<file path="config.mk">
export PLATFORM = sky130hd
export DESIGN_NAME = adc_level_attenuator_feedback_unit
export DESIGN_NICKNAME = d
export VERILOG_FILES = /design/src/rtl/alaf_pkg.sv /design/src/rtl/adc_level_attenuator_feedback_unit.sv
export SDC_FILE = /design/constraint.sdc
export NUM_CORES = 1
export LEC_CHECK = 0
export BUFFER_PORTS_ARGS = -buffer_cell sky130_fd_sc_hd__buf_2
export CAP_MARGIN = 20
export CORE_MARGIN = 10
export CORE_UTILIZATION = 40
export DETAILED_ROUTE_END_ITERATION = 6
export HOLD_SLACK_MARGIN = 0.02
export PLACE_DENSITY_LB_ADDON = 0.25
export SYNTH_ARGS = -nofsm -noshare
export SYNTH_HDL_FRONTEND = slang
export SYNTH_SLANG_ARGS = --single-unit
</file>
<file path="constraint.sdc">
create_clock -name clk -period 14.24 [get_ports clk]
set_input_delay 2.848 -clock clk [delete_from_list [all_inputs] [get_ports clk]]
set_output_delay 2.848 -clock clk [all_outputs]
set_load 0.02 [all_outputs]
</file>
<file path="src/rtl/alaf_pkg.sv">
// ----------------------------------------------------------------------------
// alaf_pkg
// Types and codes shared by the attenuator level feedback logic.
// ----------------------------------------------------------------------------
package alaf_pkg;

  // attenuation setting in dB
  typedef logic [5:0] att_t;

  // verdict gathered over one pass of bunches
  typedef enum logic [2:0] {
    V_NONE  = 3'd0,
    V_UP    = 3'd1,
    V_SAT   = 3'd2,
    V_SLOW  = 3'd3,
    V_NOISE = 3'd4,
    V_BAND  = 3'd5
  } verdict_t;

  // decision code reported with each result
  typedef enum logic [2:0] {
    DEC_KEEP  = 3'd0,
    DEC_UP    = 3'd1,
    DEC_SAT   = 3'd2,
    DEC_SLOW  = 3'd3,
    DEC_NOISE = 3'd4
  } decision_t;

  // configuration register indexes
  typedef enum logic [2:0] {
    REG_FEEDBACK_ENABLE   = 3'd0,
    REG_UPPER_PERCENT     = 3'd1,
    REG_LOWER_PERCENT     = 3'd2,
    REG_LOW_RUN_NEEDED    = 3'd3,
    REG_STEP_UP_DB        = 3'd4,
    REG_NOISE_RULE_ENABLE = 3'd5
  } reg_index_t;

  localparam logic [6:0]  PCT_MAX       = 7'd100;
  localparam att_t        ATT_MAX       = 6'd63;
  localparam att_t        SAT_STEP_DB   = 6'd6;
  localparam logic [15:0] NOISE_FLOOR   = 16'd200;
  localparam att_t        NOISE_ATT_MIN = 6'd20;
  localparam logic [8:0]  RUN_MAX       = 9'd511;

endpackage

</file>
<file path="src/rtl/adc_level_attenuator_feedback_unit.sv">
// ----------------------------------------------------------------------------
// adc_level_attenuator_feedback_unit
// Per-bunch amplitude classification and end-of-pass attenuator stepping.
// ----------------------------------------------------------------------------
// Channel  Handshake             Payload
// in_      in_valid/in_ready     amplitude, attenuation_now, last_bunch
// out_     out_valid/out_ready   attenuation_new, write_attenuator, decision
// cfg_     cfg_valid/cfg_ready   index (3b), data (8b); ready always high
//
// One bunch per cycle while the result is not stalled; the result of an enabled
// pass goes from its final bunch in the input register to the result reg.
// The limit codes are registered from the configuration registers.
// Reset (rst_n low, synchronous) restores register defaults and clears the
// pass state and run counter. A stalled result holds the input stage; the
// input register then holds and in_ready drops.
// ----------------------------------------------------------------------------
module adc_level_attenuator_feedback_unit #(
  parameter int unsigned      AMP_BITS          = 16,
  parameter longint unsigned  FULL_SCALE_CODE   = 65535,
  parameter longint unsigned  SATURATION_CODE   = 65000,
  parameter int unsigned      LIMIT_GAP_PERCENT = 10
) (
  input  logic               clk,
  input  logic               rst_n,
  // bunch input
  input  logic               in_valid,
  output logic               in_ready,
  input  logic [15:0]        in_amplitude,
  input  alaf_pkg::att_t     in_attenuation_now,
  input  logic               in_last_bunch,
  // result output
  output logic               out_valid,
  input  logic               out_ready,
  output alaf_pkg::att_t     out_attenuation_new,
  output logic               out_write_attenuator,
  output logic [2:0]         out_decision,
  // configuration writes
  input  logic               cfg_valid,
  output logic               cfg_ready,
  input  logic [2:0]         cfg_index,
  input  logic [7:0]         cfg_data
);
  import alaf_pkg::*;

  localparam logic [15:0] AMP_MASK = (AMP_BITS >= 16) ? 16'hFFFF
                                   : 16'((32'd1 << AMP_BITS) - 32'd1);
  localparam logic [7:0]  GAP      = 8'(LIMIT_GAP_PERCENT);
  localparam logic [31:0] SAT_CODE = 32'(SATURATION_CODE);

  // configuration registers
  logic       fb_en_r;
  logic [6:0] upper_r;
  logic [6:0] lower_r;
  logic [7:0] run_needed_r;
  att_t       step_up_r;
  logic       noise_en_r;

  assign cfg_ready = 1'b1;

  always_ff @(posedge clk) begin
    if (!rst_n) begin
      fb_en_r      <= 1'b1;
      upper_r      <= 7'd70;
      lower_r      <= 7'd50;
      run_needed_r <= 8'd1;
      step_up_r    <= 6'd6;
      noise_en_r   <= 1'b0;
    end else if (cfg_valid && cfg_ready) begin
      unique case (reg_index_t'(cfg_index))
        REG_FEEDBACK_ENABLE:   fb_en_r      <= cfg_data[0];
        REG_UPPER_PERCENT:     upper_r      <= cfg_data[6:0];
        REG_LOWER_PERCENT:     lower_r      <= cfg_data[6:0];
        REG_LOW_RUN_NEEDED:    run_needed_r <= cfg_data;
        REG_STEP_UP_DB:        step_up_r    <= cfg_data[5:0];
        REG_NOISE_RULE_ENABLE: noise_en_r   <= cfg_data[0];
        default: ;
      endcase
    end
  end

  // percent to code table, percent * full scale / 100
  logic [31:0] lim_tbl [0:100];
  for (genvar g = 0; g <= 100; g++) begin : g_lim
    assign lim_tbl[g] = 32'((64'(g) * 64'(FULL_SCALE_CODE)) / 64'd100);
  end

  // limit clamping
  logic [7:0] up_pct;
  logic [7:0] lo_pct;

  always_comb begin
    up_pct = (upper_r > PCT_MAX) ? {1'b0, PCT_MAX} : {1'b0, upper_r};
    if (up_pct < GAP) up_pct = GAP;
    lo_pct = {1'b0, lower_r};
    if (lo_pct + GAP > up_pct) lo_pct = (lo_pct > GAP) ? (up_pct - GAP) : 8'd0;
  end

  logic [31:0] up_code_r;
  logic [31:0] lo_code_r;

  always_ff @(posedge clk) begin
    up_code_r <= lim_tbl[up_pct[6:0]];
    lo_code_r <= lim_tbl[lo_pct[6:0]];
  end

  // input register
  logic        s1_valid_r;
  logic [15:0] s1_amp_r;
  att_t        s1_att_r;
  logic        s1_last_r;
  logic        s1_adv;
  logic        out_valid_r;

  assign s1_adv   = !out_valid_r || out_ready;
  assign in_ready = !s1_valid_r || s1_adv;

  always_ff @(posedge clk) begin
    if (!rst_n) begin
      s1_valid_r <= 1'b0;
    end else if (in_ready) begin
      s1_valid_r <= in_valid;
    end
  end

  always_ff @(posedge clk) begin
    if (in_valid && in_ready) begin
      s1_amp_r  <= in_amplitude & AMP_MASK;
      s1_att_r  <= in_attenuation_now;
      s1_last_r <= in_last_bunch;
    end
  end

  // pass state
  verdict_t   verdict_r;
  logic       stopped_r;
  logic [8:0] run_cnt_r;

  // classification of the bunch in the input register
  verdict_t   cls_verdict;
  logic       cls_stop;
  logic [31:0] amp_w;

  assign amp_w = {16'd0, s1_amp_r};

  always_comb begin
    cls_verdict = verdict_r;
    cls_stop    = stopped_r;
    if (!stopped_r) begin
      priority if (amp_w >= SAT_CODE) begin
        cls_verdict = V_SAT;
        cls_stop    = 1'b1;
      end else if (amp_w > up_code_r) begin
        cls_verdict = V_UP;
        cls_stop    = 1'b1;
      end else if (amp_w > lo_code_r) begin
        cls_verdict = V_BAND;
      end else if (!noise_en_r || s1_amp_r > NOISE_FLOOR) begin
        if (verdict_r == V_NONE) cls_verdict = V_SLOW;
      end else if (s1_att_r > NOISE_ATT_MIN) begin
        if (verdict_r == V_NONE) cls_verdict = V_NOISE;
      end else begin
        // below the noise floor at low attenuation nothing is asked for
        cls_verdict = verdict_r;
      end
    end
  end

  // end-of-pass decision
  att_t       res_att;
  logic       res_wr;
  decision_t  res_dec;
  logic [8:0] res_cnt;
  att_t       inc;
  logic [6:0] sum;

  always_comb begin
    inc     = (step_up_r == '0) ? 6'd1 : step_up_r;
    sum     = '0;
    res_att = s1_att_r;
    res_wr  = 1'b0;
    res_dec = DEC_KEEP;
    res_cnt = run_cnt_r;
    unique case (cls_verdict)
      V_UP: begin
        sum     = {1'b0, s1_att_r} + {1'b0, inc};
        res_att = (sum > {1'b0, ATT_MAX}) ? ATT_MAX : sum[5:0];
        res_wr  = 1'b1;
        res_dec = DEC_UP;
        res_cnt = '0;
      end
      V_SAT: begin
        sum     = {1'b0, s1_att_r} + {1'b0, SAT_STEP_DB};
        res_att = (sum > {1'b0, ATT_MAX}) ? ATT_MAX : sum[5:0];
        res_wr  = 1'b1;
        res_dec = DEC_SAT;
        res_cnt = '0;
      end
      V_SLOW: begin
        if (s1_att_r != '0) begin
          if (run_cnt_r > {1'b0, run_needed_r}) begin
            res_att = s1_att_r - 6'd1;
            res_cnt = '0;
          end else if (run_cnt_r < RUN_MAX) begin
            res_cnt = run_cnt_r + 9'd1;
          end
        end
        res_wr  = 1'b1;
        res_dec = DEC_SLOW;
      end
      V_NOISE: begin
        if (s1_att_r != '0) begin
          res_att = s1_att_r - 6'd1;
          res_cnt = '0;
        end
        res_wr  = 1'b1;
        res_dec = DEC_NOISE;
      end
      default: begin
        res_cnt = '0;
      end
    endcase
  end

  logic s1_fire;
  logic s1_result;

  assign s1_fire   = s1_valid_r && s1_adv;
  assign s1_result = s1_last_r && fb_en_r;

  // pass state update
  always_ff @(posedge clk) begin
    if (!rst_n) begin
      verdict_r <= V_NONE;
      stopped_r <= 1'b0;
      run_cnt_r <= '0;
    end else if (s1_fire) begin
      if (s1_last_r) begin
        verdict_r <= V_NONE;
        stopped_r <= 1'b0;
        if (fb_en_r) run_cnt_r <= res_cnt;
      end else begin
        verdict_r <= cls_verdict;
        stopped_r <= cls_stop;
      end
    end
  end

  // result register
  att_t      out_att_r;
  logic      out_wr_r;
  decision_t out_dec_r;

  always_ff @(posedge clk) begin
    if (!rst_n) begin
      out_valid_r <= 1'b0;
    end else if (s1_adv) begin
      out_valid_r <= s1_valid_r && s1_result;
    end
  end

  always_ff @(posedge clk) begin
    if (s1_fire && s1_result) begin
      out_att_r <= res_att;
      out_wr_r  <= res_wr;
      out_dec_r <= res_dec;
    end
  end

  assign out_valid            = out_valid_r;
  assign out_attenuation_new  = out_att_r;
  assign out_write_attenuator = out_wr_r;
  assign out_decision         = out_dec_r;

  // checks
  a_wr_matches_dec: assert property (@(posedge clk) disable iff (!rst_n)
    out_valid_r |-> (out_wr_r == (out_dec_r != DEC_KEEP)))
    else $error("write flag disagrees with decision");

  a_stop_verdict: assert property (@(posedge clk) disable iff (!rst_n)
    stopped_r |-> (verdict_r == V_UP || verdict_r == V_SAT))
    else $error("scan stopped without an over-limit verdict");

  a_pass_clear: assert property (@(posedge clk) disable iff (!rst_n)
    (s1_fire && s1_last_r) |=> (verdict_r == V_NONE && !stopped_r))
    else $error("pass state not cleared at pass end");

  a_up_clears_cnt: assert property (@(posedge clk) disable iff (!rst_n)
    (s1_fire && s1_result && (res_dec == DEC_UP || res_dec == DEC_SAT))
      |=> (run_cnt_r == '0))
    else $error("run counter not cleared on step up");

endmodule
</file>
==> Word level (Yosys, flattened, before mapping) <==
Memories as Yosys holds them, arrays and structs flattened. A register that Yosys moved wholly into a read port is not among the register bits.
Index checks and enable logic that the tools add are counted.
{ "word_totals": {"wordCells": 106, "in_bits": 39, "latchBits": 0, "mem_bits_ro": 8192, "ramBits": 0, "output_inout_bits": 13, "register_bits": 78, "n_memories": 2} }
{ "mem_list": {"columns": ["name", "words", "width", "rd", "rd_clocked_by_memory_dff", "write_ports", "line_no", "source"], "rows": [
  ["(name not given)", 128, 32, 1, 1, 0, "adc_level_attenuator_feedback_unit.sv:103", "lo_code_r <= lim_tbl[lo_pct[6:0]];"],
  ["(name not given)", 128, 32, 1, 1, 0, "adc_level_attenuator_feedback_unit.sv:102", "up_code_r <= lim_tbl[up_pct[6:0]];"]
]} }
{ "classes": {"n_eq_ne": 12, "bitwise_logic": 2, "addsub": 6, "n_shift": 0, "order_cmp": 13, "n_mux": 31, "mul": 0, "div_mod_pow": 0, "reduce_logical": 23} }
{ "ops": {"columns": ["cell", "count"], "rows": [
  ["greater-than comparator 16 x 32 -> 1 bit", 2],
  ["2-to-1 mux 6 bit", 6],
  ["2-to-1 mux 9 bit", 4],
  ["2-to-1 mux 7 bit", 4],
  ["2-to-1 mux 3 bit", 9],
  ["case mux 6 bit (4 select lines)", 1],
  ["case mux 9 bit (2 select lines)", 1],
  [">= comparator 16 bit, second input constant", 1],
  ["greater-than comparator 16 x 8 -> 1 bit, second input constant", 1],
  ["NOT 7 -> 8 bit", 2],
  ["greater-than comparator 7 x 6 -> 1 bit, second input constant", 2],
  ["equality test 3 x 2 -> 1 bit, second input constant", 4],
  ["case mux 3 bit (4 select lines)", 1],
  ["AND reduction 2 bit", 6],
  ["adder 9 x 1 -> 9 bit, second input constant", 1],
  ["equality test 3 bit, second input constant", 3],
  ["greater-than comparator 9 x 8 -> 1 bit", 1],
  ["less-than comparator 9 bit, second input constant", 1],
  ["adder 7 x 4 -> 8 bit, second input constant", 1],
  ["greater-than comparator 8 bit", 1],
  ["adder 6 x 3 -> 7 bit, second input constant", 1],
  ["adder 6 x 6 -> 7 bit", 1],
  ["greater-than comparator 7 x 4 -> 1 bit, second input constant", 1],
  ["greater-than comparator 7 bit, second input constant", 1],
  ["other kinds (16)", 31]
]} }

==> Depth between registers and ports, before layout <==
{ "logic_depth": {"depth_word": 11, "mapped_depth": 24, "ltp_nobuf": 20} }

==> Least setup slack after synthesis <==
Ideal clock, no wire load.
{ "synth_path": {"path_kind": "input to output", "startpoint": "in out_ready", "endpoint": "out in_ready", "slack_ns": 8.271, "arrival_ns": 3.121, "required_time_ns": 11.392, "path_buffers": 0, "stages": 1, "path_cell_list": "nand3b_1"} }
{ "synth_between": {"elab_chain_len": 2} }
{ "synth_rtl": {"columns": ["item", "line_no", "source"], "rows": [
  ["from (decl)", "adc_level_attenuator_feedback_unit.sv:33", "input logic out_ready,"],
  ["logical OR 1 bit", "adc_level_attenuator_feedback_unit.sv:114", "assign s1_adv = !out_valid_r || out_ready;"],
  ["logical OR 1 bit", "adc_level_attenuator_feedback_unit.sv:115", "assign in_ready = !s1_valid_r || s1_adv;"],
  ["to (decl)", "adc_level_attenuator_feedback_unit.sv:27", "output logic in_ready,"]
]} }
No other way between the ends.

==> Worst setup path after layout <==
{ "layout_path": {"startpoint": "reg upper_r[3]", "endpoint": "reg lo_code_r[10]"} }
{ "layout_between": {"elab_chain_len": 8, "elab_cells_between_ends": 9, "classes_between": "add/sub: 1; order compare: 3; mux: 4; bitwise: 1"} }
{ "layout_rtl": {"columns": ["item", "line_no", "source"], "rows": [
  ["from (decl)", "adc_level_attenuator_feedback_unit.sv:52", "logic [6:0] upper_r;"],
  ["from (signal assigned)", "adc_level_attenuator_feedback_unit.sv:71", "REG_UPPER_PERCENT: upper_r <= cfg_data[6:0];"],
  ["greater-than comparator 7 bit", "adc_level_attenuator_feedback_unit.sv:92", "up_pct = (upper_r > PCT_MAX) ? {1'b0, PCT_MAX} : {1'b0, upper_r};"],
  ["2-to-1 mux 7 bit (*)", "adc_level_attenuator_feedback_unit.sv:92", null],
  ["less-than comparator 7 x 4 -> 1 bit", "adc_level_attenuator_feedback_unit.sv:93", "if (up_pct < GAP) up_pct = GAP;"],
  ["2-to-1 mux 7 bit (*)", "adc_level_attenuator_feedback_unit.sv:93", null],
  ["subtractor 7 x 4 -> 7 bit", "adc_level_attenuator_feedback_unit.sv:95", "if (lo_pct + GAP > up_pct) lo_pct = (lo_pct > GAP) ? (up_pct - GAP) : 8'd0;"],
  ["2-to-1 mux 7 bit", "adc_level_attenuator_feedback_unit.sv:95", null],
  ["2-to-1 mux 7 bit (*)", "adc_level_attenuator_feedback_unit.sv:95", null],
  ["NOT 7 -> 8 bit (implied by the code) (*)", "adc_level_attenuator_feedback_unit.sv:103", null],
  ["to (decl)", "adc_level_attenuator_feedback_unit.sv:99", "logic [31:0] lo_code_r;"]
]} }
Every way passes the cells marked *; elsewhere a longest branch is shown, timed or not.
A chain may end at the register's enable or synchronous reset.

==> flow_summary.json <==
{
  "fmax_mhz": 144,
  "drt_iter0_markers": 1695,
  "ios": 52,
  "slew_headroom_pct": 32.7,
  "syn_inst": 1479,
  "rows": 60,
  "holdBufCountCts": 0,
  "syn_area_um2": 11000,
  "syn_to_final_growth_pct": 5.06,
  "hold_violations": 0,
  "ys_warn_count": 0,
  "placed_cells": 1759,
  "grt_first_pass_wirelength_um": 59900,
  "cap_violations": 0,
  "core-area_um2": 27000,
  "crit_path_max_incr_delay_ns": 0.92,
  "final_area_um2": 11500,
  "p_int_uw": 670,
  "async_reset_ff_share_pct": 0,
  "htree_num_levels": 3,
  "nets": 1552,
  "antenna_found_initial": 3,
  "end_kind": "register",
  "synth-seq-cells": 110,
  "cts_made_buffers": 9,
  "port_buffers": 50,
  "post_cts_buffers": 0,
  "irDropWorstVdd_mv": 0.0652,
  "grt_max_degree": 52,
  "stdcell_count": 1776,
  "synth_top_area_share_pct": 14.1,
  "synth_edf_count": 33,
  "n_fill_cell": 2736,
  "hold_start": "run_cnt_r[8]",
  "insertion_delay_ns": 0.37,
  "finClkSkew_ns": 0.0131,
  "grt_overflow": 0,
  "synthTopCellsByArea": "dfxtp_1 (14%), ha_1 (9.4%), edfxtp_1 (9.0%)",
  "vias": 11500,
  "ant_nets": 0,
  "p_switching_uw": 458,
  "cts-root-buf": "clkbuf_16",
  "ys_top_cells_by_count": "nand2_1 (164), nor2_1 (126), a21oi_1 (117), o21ai_0 (114), ha_1 (82)",
  "rsz0062_at_grt": "false",
  "cp_data_required_time_ns": 14.49,
  "initial_core_util_pct": 40.7,
  "cts_max_path_buffers": 2,
  "setup_violations": 0,
  "layout_worst_path_cycle_share_pct": 48.8,
  "rr_startpoint": "upper_r[3]",
  "ys_seq_area_share_pct": 23.1,
  "drv_slew": 0,
  "finalCriticalPeriod_ns": 6.96,
  "fin_tns_setup_ns": 0,
  "hpwlAfterDp_um": 26900,
  "cp-start-kind": "register",
  "comb_power_share_pct": 41.9,
  "drc": 0,
  "post_cts_resized": 0,
  "p_seq_share_pct": 34.2,
  "crit_slowest_cell": "dfxtp_1",
  "holdWs_ns": 0.467,
  "grt_usage_pct": 21.4,
  "yosysMostFrequentCell": "nand2_1",
  "crit_fanout": 27,
  "clk_pin_slew_ns": 0.08,
  "wl_per_cell_um": 21.4,
  "diodes": 0,
  "hold_path_class": "reg -> reg",
  "p_leak_uw": 0.00439,
  "die_y_um": 186,
  "wirelength_um": 38000,
  "place_area_um2": 11200,
  "dieWidth_um": 186,
  "tightest_slew_ns": 1.01,
  "swShare_pct": 40.6,
  "path_buf_inv": 3,
  "grt_pass1_vias": 10500,
  "synth_top_flop_cell": "dfxtp_1",
  "drive_gt1_share_pct": 9.13,
  "fp.dieArea_um2": 34400,
  "clock_power_share_pct": 23.9,
  "path_class": "reg -> reg",
  "clock-sinks": 110,
  "synth.net_count": 1601,
  "final_core_util_pct": 42.8,
  "avgSynthCellArea_um2": 7.42,
  "setup.worst_path.start": "upper_r[3]",
  "power_density_nw_per_um2": 97.8,
  "arrival_ns": 7.20,
  "crit_chain": "o311a_1, nand3b_1, clkinv_1, ha_1, nand3_1, nor3_1, mux2i_2, o211a_1, nor2_4, a21oi_2, inv_1, ha_1, clkinv_1, xnor2_1, a211oi_1, a21oi_1, o311a_1",
  "place.gp.congestion": 0.961,
  "crit_family": "compound AO/OA/AOI/OAI gates",
  "yosysUniqueCellTypes": 97,
  "drt-pass1-iter-count": 7,
  "yosysTopAreaCell": "dfxtp_1",
  "cts_tree": "done",
  "outcome": "completed",
  "viasPerCell": 6.49
}
[per-stage QoR]
stage	total power [uW]	worst slack, ns
2_1_floorplan	734	8.27
3_3_place_gp	847	7.62
3_5_place_dp	847	7.47
4_1_cts	1120	7.47
5_1_grt	1190	6.75
6_report	1130	7.28
[power groups by stage]
| stage | sequential (uW) | clock [uW] | combinational [uW] |
|---|---|---|---|
| 2_1_floorplan | 381 | 0 | 353 |
| 3_3_place_gp | 392 | 0 | 455 |
| 3_5_place_dp | 393 | 0 | 454 |
| 4_1_cts | 386 | 275 | 457 |
| 5_1_grt | 390 | 286 | 516 |
| 6_report | 386 | 269 | 473 |
[state kept, by name, summed over array words and instances (netlist names), 6 cells and up]
name and cells:
lo_code_r 16, s1_amp_r 16, up_code_r 16, run_cnt_r 9, run_needed_r 8, lower_r 7, upper_r 7, out_attenuation_new 6
s1_att_r 6, step_up_r 6
[path summary, 6_finish.rpt]
path	slack [ns]	cells after the start	end
worst max-delay path	7.28	17	lo_code_r[10]
worst min-delay path	0.47	2	run_cnt_r[8]
worst max register to register	7.28	17	lo_code_r[10]
worst min register to register	0.47	2	run_cnt_r[8]
[worst min-delay path, stage by stage, from the launching register on]
cell and delay (ns):
dfxtp_1 0.32, nand2_1 0.05, mux2i_1 0.05
[area by class of cell]
type                            instances  area (um2)  share of cell area [%]
Clock buffer                           11         243                    2.11
Clock inverter                          5        65.1                   0.565
Inverter                               73         274                    2.38
Multi-Input combinational cell       1170        7600                    65.9
Sequential cell                       110        2530                    22.0
Tap cell                              341         427                    3.70
Timing Repair Buffer                   66         388                    3.37
[layer usage]
layer	part of all wire (%)	global-route usage, %	up-vias
met1	44	30.0	5357
met5	0.074	0	-
li1	-	-	5417
met2	43	32.3	662
met3	10	4.17	88
met4	2.8	6.71	4
[logic make-up (layout without fill, tap and decap cells)]
family | count (synthesis) | count (layout) | synth area share (%)
xor gates and xnor gates | 18 | 18 | 1.44
adders and majority gates | 83 | 83 | 9.54
and+or+nand+nor | 494 | 494 | 21.2
other | 1 | 1 | 0.0342
buffers and inverters | 199 | 155 | 7.75
DFF | 110 | 110 | 23.1
AOI/OAI and AO/OA | 547 | 547 | 34.5
muxes | 27 | 27 | 2.53
[cell usage in the layout, fill, tap and decap left out, types with 23 or more instances in the layout]
master | netlist | final
edfxtp_1 | 33 | 33
a211oi_1 | 29 | 29
nor2b_1 | 23 | 23
mux2i_1 | 23 | 23
o22ai_1 | 26 | 26
o211ai_1 | 29 | 29
o21ai_0 | 114 | 114
dfxtp_1 | 77 | 77
buf_2 | 25 | 50
inv_1 | 65 | 65
nand2_1 | 164 | 164
ha_1 | 82 | 82
nand3_1 | 40 | 40
a31oi_1 | 24 | 24
nor2_1 | 126 | 126
nor3_1 | 39 | 39
a21oi_1 | 117 | 117
No activity file was read; power rests on OpenSTA's default activity.
